`src/hdl/tcge_pkg.sv`:
```
// Package for the text cursor glyph emitter: shared types, codes and constants.
// Used by tcge_ctrl, tcge_dp and text_cursor_glyph_emitter; depends on nothing.
package tcge_pkg;

  localparam int TEXT_COLUMNS = 16;

  localparam logic       OP_PUT  = 1'b0;
  localparam logic       OP_SET  = 1'b1;
  localparam logic [7:0] CHAR_CR = 8'd13;
  localparam logic [7:0] CHAR_LF = 8'd10;
  localparam logic [7:0] CHAR_BS = 8'd8;

  localparam logic REG_TEXT_COLOUR = 1'b0;
  localparam logic REG_DOUBLE_SIZE = 1'b1;

  localparam logic [3:0] PAGE_BASE   = 4'hB;
  localparam logic [3:0] COL_HI_BASE = 4'h1;
  localparam logic [7:0] BLANK_BYTE  = 8'h00;

  typedef enum logic [2:0] {
    K_SET,
    K_CR,
    K_LF,
    K_BS,
    K_CHAR
  } kind_t;

  typedef enum logic [2:0] {
    ST_IDLE,
    ST_CUR_A,
    ST_BLANK,
    ST_GLYPH,
    ST_HI,
    ST_MID,
    ST_LO,
    ST_CUR_END
  } state_t;

  typedef enum logic [2:0] {
    SRC_CURSOR,
    SRC_CURSOR_NEXT,
    SRC_BLANK,
    SRC_GLYPH,
    SRC_HI,
    SRC_LO
  } byte_src_t;

  typedef struct packed {
    logic      load;
    logic      emit;
    byte_src_t src;
    logic      last;
    logic      cnt_inc;
    logic      cnt_clr;
    logic      advance;
    logic      adv_two;
  } ctl_cmd_t;

  typedef struct packed {
    kind_t      kind;
    logic       col_zero;
    logic       dbl;
    logic       out_free;
    logic [3:0] cnt;
  } ctl_stat_t;

  // Each bit of the nibble becomes two adjacent bits of the result.
  function automatic logic [7:0] dbl_nibble(input logic [3:0] n);
    logic [7:0] z;
    z = '0;
    for (int k = 0; k < 4; k++) begin
      z[2*k]   = n[k];
      z[2*k+1] = n[k];
    end
    return z;
  endfunction

endpackage

```
`src/hdl/tcge_ctrl.sv`:
```
// Controller state machine for the text cursor glyph emitter.
// Sequences the byte phases of one item; depends on tcge_pkg.
module tcge_ctrl (
  input  logic               clk,
  input  logic               rst,
  input  logic               in_valid,
  output logic               in_ready,
  input  tcge_pkg::ctl_stat_t stat,
  output tcge_pkg::ctl_cmd_t  cmd
);

  tcge_pkg::state_t state, state_next;
  logic [3:0]       last_idx;
  logic             phase_done;

  always_ff @(posedge clk) begin
    if (rst) begin
      state <= tcge_pkg::ST_IDLE;
    end else begin
      state <= state_next;
    end
  end

  always_comb begin
    state_next  = state;
    cmd         = '0;
    cmd.src     = tcge_pkg::SRC_CURSOR;
    in_ready    = 1'b0;
    last_idx    = 4'd2;
    case (state)
      tcge_pkg::ST_CUR_A:   cmd.src = tcge_pkg::SRC_CURSOR;
      tcge_pkg::ST_BLANK: begin
        cmd.src  = tcge_pkg::SRC_BLANK;
        last_idx = 4'd7;
      end
      tcge_pkg::ST_GLYPH: begin
        cmd.src  = tcge_pkg::SRC_GLYPH;
        last_idx = 4'd7;
      end
      tcge_pkg::ST_HI: begin
        cmd.src  = tcge_pkg::SRC_HI;
        last_idx = 4'd15;
      end
      tcge_pkg::ST_MID:     cmd.src = tcge_pkg::SRC_CURSOR_NEXT;
      tcge_pkg::ST_LO: begin
        cmd.src  = tcge_pkg::SRC_LO;
        last_idx = 4'd15;
      end
      default:              cmd.src = tcge_pkg::SRC_CURSOR;
    endcase
    phase_done = (stat.cnt == last_idx);

    if (state == tcge_pkg::ST_IDLE) begin
      in_ready = 1'b1;
      if (in_valid) begin
        cmd.load    = 1'b1;
        cmd.cnt_clr = 1'b1;
        case (stat.kind)
          tcge_pkg::K_SET, tcge_pkg::K_CR, tcge_pkg::K_LF: begin
            state_next = tcge_pkg::ST_CUR_END;
          end
          tcge_pkg::K_BS: begin
            state_next = stat.col_zero ? tcge_pkg::ST_IDLE : tcge_pkg::ST_CUR_A;
          end
          default: begin
            state_next = stat.dbl ? tcge_pkg::ST_HI : tcge_pkg::ST_GLYPH;
          end
        endcase
      end
    end else if (stat.out_free) begin
      cmd.emit = 1'b1;
      if (phase_done) begin
        cmd.cnt_clr = 1'b1;
        case (state)
          tcge_pkg::ST_CUR_A:  state_next = tcge_pkg::ST_BLANK;
          tcge_pkg::ST_BLANK:  state_next = tcge_pkg::ST_CUR_END;
          tcge_pkg::ST_GLYPH: begin
            cmd.advance = 1'b1;
            state_next  = tcge_pkg::ST_CUR_END;
          end
          tcge_pkg::ST_HI:     state_next = tcge_pkg::ST_MID;
          tcge_pkg::ST_MID:    state_next = tcge_pkg::ST_LO;
          tcge_pkg::ST_LO: begin
            cmd.advance = 1'b1;
            cmd.adv_two = 1'b1;
            state_next  = tcge_pkg::ST_CUR_END;
          end
          default: begin
            cmd.last   = 1'b1;
            state_next = tcge_pkg::ST_IDLE;
          end
        endcase
      end else begin
        cmd.cnt_inc = 1'b1;
      end
    end
  end

endmodule

```
`src/hdl/tcge_dp.sv`:
```
// Datapath for the text cursor glyph emitter: configuration, cursor, glyph,
// phase counter, byte formation and the output register. Depends on tcge_pkg.
module tcge_dp (
  input  logic               clk,
  input  logic               rst,
  input  logic               cfg_we,
  input  logic               cfg_index,
  input  logic               cfg_data,
  input  logic               opcode,
  input  logic [7:0]         char_code,
  input  logic [63:0]        glyph_bits,
  input  logic [3:0]         target_col,
  input  logic [7:0]         target_row,
  output logic               out_valid,
  input  logic               out_ready,
  output logic               is_data,
  output logic [7:0]         out_byte,
  output logic               last,
  input  tcge_pkg::ctl_cmd_t  cmd,
  output tcge_pkg::ctl_stat_t stat
);

  logic        text_colour_light;
  logic        double_size;
  logic [3:0]  cursor_col;
  logic [7:0]  cursor_row;
  logic [63:0] glyph;
  logic [3:0]  cnt;

  tcge_pkg::kind_t kind;
  logic [7:0]      row_sel;
  logic [3:0]      page;
  logic [7:0]      cur_byte;
  logic [7:0]      raw_byte;
  logic [7:0]      sel_glyph;
  logic [7:0]      sel_pair;
  logic [7:0]      byte_next;
  logic            data_next;
  logic [4:0]      adv_sum;
  logic [3:0]      adv_col;
  logic [7:0]      adv_row;
  logic [1:0]      step;

  always_comb begin
    if (opcode == tcge_pkg::OP_SET) begin
      kind = tcge_pkg::K_SET;
    end else begin
      case (char_code)
        tcge_pkg::CHAR_CR: kind = tcge_pkg::K_CR;
        tcge_pkg::CHAR_LF: kind = tcge_pkg::K_LF;
        tcge_pkg::CHAR_BS: kind = tcge_pkg::K_BS;
        default:           kind = tcge_pkg::K_CHAR;
      endcase
    end
  end

  assign stat.kind     = kind;
  assign stat.col_zero = (cursor_col == 4'd0);
  assign stat.dbl      = double_size;
  assign stat.out_free = !out_valid || out_ready;
  assign stat.cnt      = cnt;

  // Column wrap: past the last text column the column returns to zero and
  // the row moves down by the same step.
  assign step    = cmd.adv_two ? 2'd2 : 2'd1;
  assign adv_sum = {1'b0, cursor_col} + {3'b000, step};
  always_comb begin
    if (adv_sum > 5'(tcge_pkg::TEXT_COLUMNS - 1)) begin
      adv_col = 4'd0;
      adv_row = cursor_row + {6'd0, step};
    end else begin
      adv_col = adv_sum[3:0];
      adv_row = cursor_row;
    end
  end

  assign row_sel = (cmd.src == tcge_pkg::SRC_CURSOR_NEXT) ? cursor_row + 8'd1 : cursor_row;
  assign page    = 4'd7 - row_sel[3:0];

  always_comb begin
    case (cnt[1:0])
      2'd0:    cur_byte = {tcge_pkg::PAGE_BASE, page};
      2'd1:    cur_byte = {tcge_pkg::COL_HI_BASE, 1'b0, cursor_col[3:1]};
      2'd2:    cur_byte = {4'h0, cursor_col[0], 3'b000};
      default: cur_byte = 8'h00;
    endcase
  end

  assign sel_glyph = glyph[8*cnt[2:0] +: 8];
  assign sel_pair  = glyph[8*cnt[3:1] +: 8];

  always_comb begin
    data_next = 1'b1;
    case (cmd.src)
      tcge_pkg::SRC_BLANK: raw_byte = tcge_pkg::BLANK_BYTE;
      tcge_pkg::SRC_GLYPH: raw_byte = sel_glyph;
      tcge_pkg::SRC_HI:    raw_byte = tcge_pkg::dbl_nibble(sel_pair[7:4]);
      tcge_pkg::SRC_LO:    raw_byte = tcge_pkg::dbl_nibble(sel_pair[3:0]);
      default: begin
        raw_byte  = cur_byte;
        data_next = 1'b0;
      end
    endcase
    if (data_next && !text_colour_light) begin
      byte_next = ~raw_byte;
    end else begin
      byte_next = raw_byte;
    end
  end

  always_ff @(posedge clk) begin
    if (rst) begin
      text_colour_light <= 1'b1;
      double_size       <= 1'b0;
      cursor_col        <= 4'd0;
      cursor_row        <= 8'd0;
      cnt               <= 4'd0;
      out_valid         <= 1'b0;
    end else begin
      if (cfg_we) begin
        case (cfg_index)
          tcge_pkg::REG_TEXT_COLOUR: text_colour_light <= cfg_data;
          tcge_pkg::REG_DOUBLE_SIZE: double_size       <= cfg_data;
          default:                   double_size       <= cfg_data;
        endcase
      end
      if (cmd.cnt_clr) begin
        cnt <= 4'd0;
      end else if (cmd.cnt_inc) begin
        cnt <= cnt + 4'd1;
      end
      if (cmd.emit) begin
        out_valid <= 1'b1;
      end else if (out_ready) begin
        out_valid <= 1'b0;
      end
      if (cmd.load) begin
        case (kind)
          tcge_pkg::K_SET: begin
            cursor_col <= target_col;
            cursor_row <= target_row;
          end
          tcge_pkg::K_CR: cursor_col <= 4'd0;
          tcge_pkg::K_LF: cursor_row <= cursor_row + 8'd1;
          tcge_pkg::K_BS: begin
            if (cursor_col != 4'd0) begin
              cursor_col <= cursor_col - 4'd1;
            end
          end
          default: cursor_col <= cursor_col;
        endcase
      end else if (cmd.advance) begin
        cursor_col <= adv_col;
        cursor_row <= adv_row;
      end
    end
  end

  always_ff @(posedge clk) begin
    if (cmd.load) begin
      glyph <= glyph_bits;
    end
    if (cmd.emit) begin
      is_data  <= data_next;
      out_byte <= byte_next;
      last     <= cmd.last;
    end
  end

endmodule

```
`src/hdl/text_cursor_glyph_emitter.sv`:
```
// Text cursor glyph emitter for a page-addressed monochrome display.
// Top level: joins tcge_ctrl and tcge_dp; depends on tcge_pkg.
//
// Usage: the input channel (in_valid/in_ready) carries one beat per item:
// a set-cursor request or a character with its 8-byte glyph. The output
// channel (out_valid/out_ready) carries one display byte per beat, flagged
// as command or data, with last marking the final byte of the item.
// Configuration is written through cfg_we/cfg_index/cfg_data; the user must
// write it only while idle, as the block does not enforce this. Throughput:
// one output beat per cycle while the receiver is ready. An item produces 3
// beats (set cursor, CR, LF), 14 (backspace), 11 (character) or 38
// (double-size character), and a backspace at column zero produces none.
// The controller takes the next item in the cycle after loading the final
// byte of the current one into the output register; after acceptance, the
// first byte passes the state register and then the output register.
// A stalled receiver holds the output register, and the sequencer waits
// with it; nothing is dropped. Reset clears the cursor to column 0, row 0,
// sets light text colour, normal size, and empties the output register.
module text_cursor_glyph_emitter (
  input  logic        clk,
  input  logic        rst,
  input  logic        cfg_we,
  input  logic        cfg_index,
  input  logic        cfg_data,
  input  logic        in_valid,
  output logic        in_ready,
  input  logic        opcode,
  input  logic [7:0]  char_code,
  input  logic [63:0] glyph_bits,
  input  logic [3:0]  target_col,
  input  logic [7:0]  target_row,
  output logic        out_valid,
  input  logic        out_ready,
  output logic        is_data,
  output logic [7:0]  out_byte,
  output logic        last
);

  tcge_pkg::ctl_cmd_t  cmd;
  tcge_pkg::ctl_stat_t stat;

  tcge_ctrl u_ctrl (
    .clk      (clk),
    .rst      (rst),
    .in_valid (in_valid),
    .in_ready (in_ready),
    .stat     (stat),
    .cmd      (cmd)
  );

  tcge_dp u_dp (
    .clk        (clk),
    .rst        (rst),
    .cfg_we     (cfg_we),
    .cfg_index  (cfg_index),
    .cfg_data   (cfg_data),
    .opcode     (opcode),
    .char_code  (char_code),
    .glyph_bits (glyph_bits),
    .target_col (target_col),
    .target_row (target_row),
    .out_valid  (out_valid),
    .out_ready  (out_ready),
    .is_data    (is_data),
    .out_byte   (out_byte),
    .last       (last),
    .cmd        (cmd),
    .stat       (stat)
  );

`ifndef SYNTHESIS
  a_emit_needs_room: assert property (@(posedge clk) disable iff (rst)
    cmd.emit |-> (!out_valid || out_ready))
    else $error("byte emitted while output register was full and stalled");

  a_last_frees_input: assert property (@(posedge clk) disable iff (rst)
    (cmd.emit && cmd.last) |=> in_ready)
    else $error("controller not idle after final byte of an item");

  a_no_emit_on_accept: assert property (@(posedge clk) disable iff (rst)
    (in_valid && in_ready) |-> !cmd.emit)
    else $error("byte emitted in the same cycle an item was accepted");
`endif

endmodule

```
`config.mk`:
```
export PLATFORM = sky130hd
export DESIGN_NAME = text_cursor_glyph_emitter
export DESIGN_NICKNAME = d
export VERILOG_FILES = /design/src/hdl/tcge_pkg.sv /design/src/hdl/tcge_ctrl.sv /design/src/hdl/tcge_dp.sv /design/src/hdl/text_cursor_glyph_emitter.sv
export SDC_FILE = /design/constraint.sdc
export NUM_CORES = 1
export LEC_CHECK = 0
export ABC_AREA = 1
export BUFFER_PORTS_ARGS = -buffer_cell sky130_fd_sc_hd__clkbuf_2
export CAP_MARGIN = 20
export CORE_MARGIN = 8
export CORE_UTILIZATION = 25
export DETAILED_ROUTE_END_ITERATION = 6
export HOLD_SLACK_MARGIN = 0.03
export SKIP_LAST_GASP = 1
export SLEW_MARGIN = 30
export SYNTH_ARGS = -nofsm -noshare
export SYNTH_HDL_FRONTEND = slang
export SYNTH_SLANG_ARGS = --single-unit
```
`constraint.sdc`:
```
create_clock -name clk -period 3.93 [get_ports clk]
set_input_delay 0.786 -clock clk [delete_from_list [all_inputs] [get_ports clk]]
set_output_delay 0.786 -clock clk [all_outputs]
set_load 0.05 [all_outputs]
```
Word level (Yosys, flattened, before mapping)
Index checks and enable logic that the tools add are counted.
{ "word_totals": {"reg_bits": 96, "inputBits": 92, "elab_cells": 119} }
{ "op_classes": {"add_sub_neg": 6, "order_cmp": 1, "eq_ne": 24, "shift": 2, "n_mux": 43, "n_bitwise": 4, "reduce_logical": 28} }
{ "op_table": {"columns": ["operator", "n"], "rows": [
  ["64-bit by 7-bit variable part select with 8-bit output", 2],
  ["8-bit 2-to-1 mux", 4],
  ["8-bit case mux with 4 select lines", 1],
  ["8-bit by 4-bit equality test with 1-bit output (second input constant)", 3],
  ["4-bit 2-to-1 mux", 6],
  ["8-bit case mux with 3 select lines", 1],
  ["3-bit 2-to-1 mux", 7],
  ["3-bit by 2-bit equality test with 1-bit output (second input constant)", 6],
  ["8-bit case mux with 2 select lines", 1],
  ["3-bit equality test (second input constant)", 5],
  ["1-bit 2-to-1 mux", 15],
  ["3-bit case mux with 5 select lines", 1],
  ["3-bit case mux with 4 select lines", 1],
  ["4-bit case mux with 3 select lines", 1],
  ["2-bit nonzero test", 5],
  ["3-bit by 1-bit equality test with 1-bit output (second input constant)", 3],
  ["3-bit case mux with 3 select lines", 1],
  ["3-bit AND reduction", 3],
  ["3-bit OR reduction", 3],
  ["8-bit by 1-bit adder with 8-bit output (second input constant)", 1],
  ["8-bit by 2-bit adder with 8-bit output", 1],
  ["8-bit inverter", 1],
  ["4-bit case mux with 2 select lines", 1],
  ["2-bit OR reduction", 4],
  ["other kinds (25)", 31]
]} }

Longest topological paths before layout
{ "depth": {"depth_word": 13, "ltp_mapped": 21, "depth_no_buf": 21} }

Hierarchy
Synthesis repeated with hierarchy kept, for this count alone.
{ "unflattened": {"hier_cells": 690, "area_unflattened_um2": 5519.0} }
{ "by_module_without_submodules": {"columns": ["module", "instances", "cells_each", "area_each_um2", "seq_area_each_um2"], "rows": [
  ["tcge_dp", 1, 627, 5168.7, 2522.4],
  ["tcge_ctrl", 1, 63, 350.3, 60.1]
]} }

Least setup slack after synthesis
OpenSTA, ideal clock, no wires.
{ "synth_timing": {"path_type": "reg2reg", "start": "register u_ctrl.state[2]", "end": "register u_dp.cursor_row[0]", "setup_time_ns": 0.114, "arrival_time_ns": 2.628, "t_required_ns": 3.816, "setup_slack_ns": 1.188, "stages_incl_launch_ff": 22, "synth_period_minus_slack_ns": 2.742, "path_cell_list": "dfxtp_1 inv_2 nand2_4 nand2_4 inv_6 nand2_4 nand2_4 nand2_4 nor2_4 inv_1 nor2_1 inv_1 ha_1 fa_1 nand3_1 nand2_1 inv_1 a21oi_4 nand2_4 nand2_1 nand2_1 nor2_1"} }
{ "synth_between": {"elab_chain_len": 12} }
{ "synth_rtl": {"columns": ["item", "line_no", "rtl"], "rows": [
  ["start: declaration", "tcge_ctrl.sv:12", "tcge_pkg::state_t state, state_next;"],
  ["start signal: assignment", "tcge_ctrl.sv:18", "state <= tcge_pkg::ST_IDLE;"],
  ["start signal: assignment", "tcge_ctrl.sv:20", "state <= state_next;"],
  ["3-bit equality test (tied with other cells)", "tcge_ctrl.sv:30", "case (state)"],
  ["2-bit OR reduction (no source line)", null, null],
  ["4-bit case mux with 2 select lines", "tcge_ctrl.sv:30", null],
  ["4-bit equality test", "tcge_ctrl.sv:51", "phase_done = (stat.cnt == last_idx);"],
  ["3-bit 2-to-1 mux", "tcge_ctrl.sv:72", "if (phase_done) begin"],
  ["4-bit 2-to-1 mux", "tcge_ctrl.sv:70", "end else if (stat.out_free) begin"],
  ["2-bit 2-to-1 mux", "tcge_ctrl.sv:53", "if (state == tcge_pkg::ST_IDLE) begin"],
  ["2-bit 2-to-1 mux", "tcge_dp.sv:65", "assign step = cmd.adv_two ? 2'd2 : 2'd1;"],
  ["4-bit by 2-bit adder with 5-bit output / 8-bit by 2-bit adder with 8-bit output (equally long branches)", "tcge_dp.sv:66, tcge_dp.sv:70", null],
  ["5-bit by 4-bit greater-than comparator with 1-bit output / 8-bit 2-to-1 mux (equally long branches)", "tcge_dp.sv:68", "if (adv_sum > 5'(tcge_pkg::TEXT_COLUMNS - 1)) begin"],
  ["2-bit nonzero test (no source line) / 8-bit 2-to-1 mux (equally long branches)", null, null],
  ["3-bit AND reduction (no source line) / 8-bit 2-to-1 mux (equally long branches)", null, null],
  ["end signal: assignment", "tcge_dp.sv:141", "cursor_row <= target_row;"],
  ["end signal: assignment", "tcge_dp.sv:144", "tcge_pkg::K_LF: cursor_row <= cursor_row + 8'd1;"],
  ["end signal: assignment", "tcge_dp.sv:154", "cursor_row <= adv_row;"],
  ["end: declaration", "tcge_dp.sv:26", "logic [7:0] cursor_row;"]
]} }
Several ways; a longest one is shown, not always the timed one. The select of a mux whose other input is x is not followed.
A chain may end at the register's enable or synchronous reset.

Worst setup path in the final report
{ "layout_timing": {"start": "register u_dp.cnt[0]", "end": "register u_dp.cursor_row[1]"} }
{ "layout_between": {"elab_chain_len": 9} }
{ "layout_rtl": {"columns": ["item", "line_no", "rtl"], "rows": [
  ["start: declaration", "tcge_dp.sv:28", "logic [3:0] cnt;"],
  ["start signal: assignment", "tcge_dp.sv:130", "cnt <= cnt + 4'd1;"],
  ["4-bit equality test *", "tcge_ctrl.sv:51", null],
  ["3-bit 2-to-1 mux *", "tcge_ctrl.sv:72", null],
  ["4-bit 2-to-1 mux *", "tcge_ctrl.sv:70", null],
  ["2-bit 2-to-1 mux *", "tcge_ctrl.sv:53", null],
  ["2-bit 2-to-1 mux", "tcge_dp.sv:65", null],
  ["4-bit by 2-bit adder with 5-bit output / 8-bit by 2-bit adder with 8-bit output (equally long branches)", "tcge_dp.sv:66, tcge_dp.sv:70", null],
  ["5-bit by 4-bit greater-than comparator with 1-bit output / 8-bit 2-to-1 mux (equally long branches)", "tcge_dp.sv:68", null],
  ["2-bit nonzero test (no source line) / 8-bit 2-to-1 mux (equally long branches)", null, null],
  ["3-bit AND reduction (no source line) / 8-bit 2-to-1 mux (equally long branches)", null, null]
]} }
Every way passes the cells marked *; elsewhere a longest branch is shown, timed or not. The select of a mux whose other input is x is not followed.

==> reports/results.txt <==
Crit-path slowest cell = dfxtp_1
FF+latch count, synth = 92
Crit. End Element = flip-flop
CP max stage delay = 0.53 ns
kind of critical path = reg2reg
Bufs and invs on worst path = 4
setup_tns = 0 ns
most frequent cells in the layout = 183 x nand2_1, 99 x clkbuf_2, 74 x edfxtp_1
Synth Flop Type = edfxtp_1
cell count of the worst reg-to-reg path = 19
H-tree Lvls = 3
Worst-Skew Late Latency = 0.36 ns
worst hold stages = 2
peak supply drop = 318 uV
CTS Buf Count = 9
GPL Wtd Cong = 0.829
RSZ-0062 raised after global routing = no
grt total ovfl = 0
Total GRT Usage = 0.110
root buffer cell = clkbuf_16
HP Class = reg2reg
yosys warns = 0
final core utilization = 0.306
Synth async-reset ratio = 0
Leakage = 2.87 nW
largest net degree at the start of global routing = 67
register area share after synthesis = 0.485
# DRC = 0
CTS tree = built
PD cells = 637 mW/mm^2
clock tree sinks = 92
share of layout cells above drive strength 1 = 0.208
Vias = 4,540
CP cell instances = nand2_1, inv_1, nand2_1, nand2_4, nand2_4, nor2_4, inv_1, nor2_1, inv_1, ha_1, fa_1, nand3_1, nand2_1, inv_1, a21oi_4, nand2_4, nand2_1, nand2_1, nor2_1
Max FO, Critical Path = 8
Routed Antenna Nets = 0
DPL Wire Length = 11,000 um
# hold bufs at CTS = 0
WL per Instance = 14.0 um
Synth Cell Area = 0.00533 sq mm
CORE AREA = 0.0210 sq mm
# IOs = 104
EDFF count, synth = 74
number of antenna diodes = 0
Final Hold Fails = 0
Setup Buffers After CTS = 0
placed cell areas = 0.00613 sq mm
first-pass GRT wire length = 22,700 um
Detailed Routing Iterations Pass 1 = 5
crit path DAT = 3.49 ns
most common cell after layout, fill and taps aside = nand2_1
Cell variety after synth = 37
Slew headroom = 0.496
Req. time, crit path = 4.18 ns
Die H = 162 um
FMAX = 309 MHz
vias in the first global route = 4,315
status = complete, no violations
Core Rows = 53
Fin Hold WS = 0.468 ns
most frequent CP cell = nand2_1
initial core utilization = 0.254
period utilization = 0.823
clock skew = 0.00897 ns
clk buf depth = 2
Worst-Margin Slew = 0.755 ns
synthesized netlist cell count = 648
register clock-pin slew on the reported worst setup and hold paths = 0.07 ns
Syn Nets = 753
Worst path top cell family by delay = simple AND/OR/NAND/NOR gates
die area = 0.0262 sq mm
Syn Area/Cell = 8.22 sq um
initial antenna violation count = 0
nets@finish = 851
PostCTS Resize Cnt = 0
WL final = 14,300 um
final instance area = 0.00642 sq mm
PortBufs = 99
Tmin final = 3.24 ns
area grow syn2layout = 20.6%
Final Setup Violations = 0
via/cell ratio = 4.42
die width = 162 um
Worst setup SP type = flip-flop
max_cap viols = 0
instance count on the critical path = 19
fin. max-slew vios = 0
detailed router's first-iteration violation count = 312
[layer usage]
| metal | routed length, um | share of wire | track usage |
|---|---|---|---|
| met5 | 0 | 0 | 0 |
| met4 | 173 | 0.012 | 0.0345 |
| met3 | 779 | 0.054 | 0.0278 |
| met2 | 6360 | 0.44 | 0.169 |
| met1 | 7000 | 0.49 | 0.149 |
[stage by stage]
step	cells	total power [mW]	setup WS [ns]
2_1_floorplan	648	2.81	1.19
3_3_place_gp	1010	3.26	0.772
3_5_place_dp	1010	3.28	0.720
4_1_cts	1026	4.14	0.712
5_1_grt	1026	4.37	0.333
6_report	1026	4.09	0.695
[worst register-to-register path: stages (launching register included)]
cell and delay (ns):
dfxtp_1 0.53, nand2_1 0.12, inv_1 0.22, nand2_1 0.13, nand2_4 0.10, nand2_4 0.07, nor2_4 0.13, inv_1 0.07
nor2_1 0.30, inv_1 0.16, ha_1 0.24, fa_1 0.42, nand3_1 0.10, nand2_1 0.07, inv_1 0.13, a21oi_4 0.05
nand2_4 0.10, nand2_1 0.06, nand2_1 0.06, nor2_1 0.06
[where the power goes]
group	internal [mW]	leakage (nW)	switching (mW)
registers	1.39	0.847	0.138
logic	0.512	1.89	1.20
clock network	0.444	0.138	0.404
total	2.35	2.87	1.74
[sequential cells by signal, indices dropped and copies added (netlist names)]
register and cells:
u_dp.out_valid 1, u_dp.is_data 1, u_dp.cursor_row 4, u_ctrl.state 3, u_dp.glyph 64, u_dp.double_size 1
u_dp.out_byte 8, u_dp.cursor_col 4, u_dp.last 1, u_dp.cnt 4, u_dp.text_colour_light 1
[area by class of cell]
cell class / count / area, sq um
well taps: 275 / 344
clock buffers: 10 / 229
repair buffers: 106 / 561
flip-flops and latches: 92 / 2580
inverters: 72 / 275
clock inverters: 6 / 56.3
multi-input cells: 465 / 2370
fillers: 2314 / 14500
[path summary, 6_finish.rpt]
path	start	endpoint	slack, ns
max	u_dp.cnt[0]	u_dp.cursor_row[1]	0.69
max reg2reg	u_dp.cnt[0]	u_dp.cursor_row[1]	0.69
min	u_dp.double_size	u_dp.double_size	0.47
min reg2reg	u_dp.double_size	u_dp.double_size	0.47
[cells by family (layout without fill, tap and decap cells)]
group,count (synthesis),count (layout),synth area share
flip-flops,92,92,0.485
AND/OR/NAND/NOR,351,351,0.294
AO/OA/AOI/OAI,92,92,0.103
adder cells (fa/ha/maj),13,13,0.0334
buffers and inverters,91,194,0.0698
XOR/XNOR,9,9,0.0148
[synthesized netlist by cell type, types with 2 or more instances]
master | number | area share
a31oi_1 | 2 | 0.0023
inv_1 | 67 | 0.047
nand4_1 | 4 | 0.0047
nand2_2 | 4 | 0.0047
nor3_2 | 2 | 0.0038
a21oi_2 | 2 | 0.0033
nand2_4 | 9 | 0.019
edfxtp_1 | 74 | 0.42
fa_1 | 2 | 0.0075
nand2_1 | 183 | 0.13
nor3_1 | 7 | 0.0066
ha_1 | 11 | 0.026
nor2_4 | 3 | 0.0063
clkbuf_1 | 5 | 0.0035
o21bai_1 | 2 | 0.0028
inv_2 | 4 | 0.0028
xor2_1 | 7 | 0.012
nand3_1 | 73 | 0.069
o211ai_1 | 19 | 0.027
xnor2_1 | 2 | 0.0033
buf_2 | 10 | 0.0094
a21oi_4 | 2 | 0.0061
nor2_1 | 58 | 0.041
dfxtp_1 | 18 | 0.068
o21ai_0 | 37 | 0.035
a21oi_1 | 25 | 0.023
or2_2 | 5 | 0.0059
o21ai_1 | 2 | 0.0019
(Power assumes the default switching activity.)
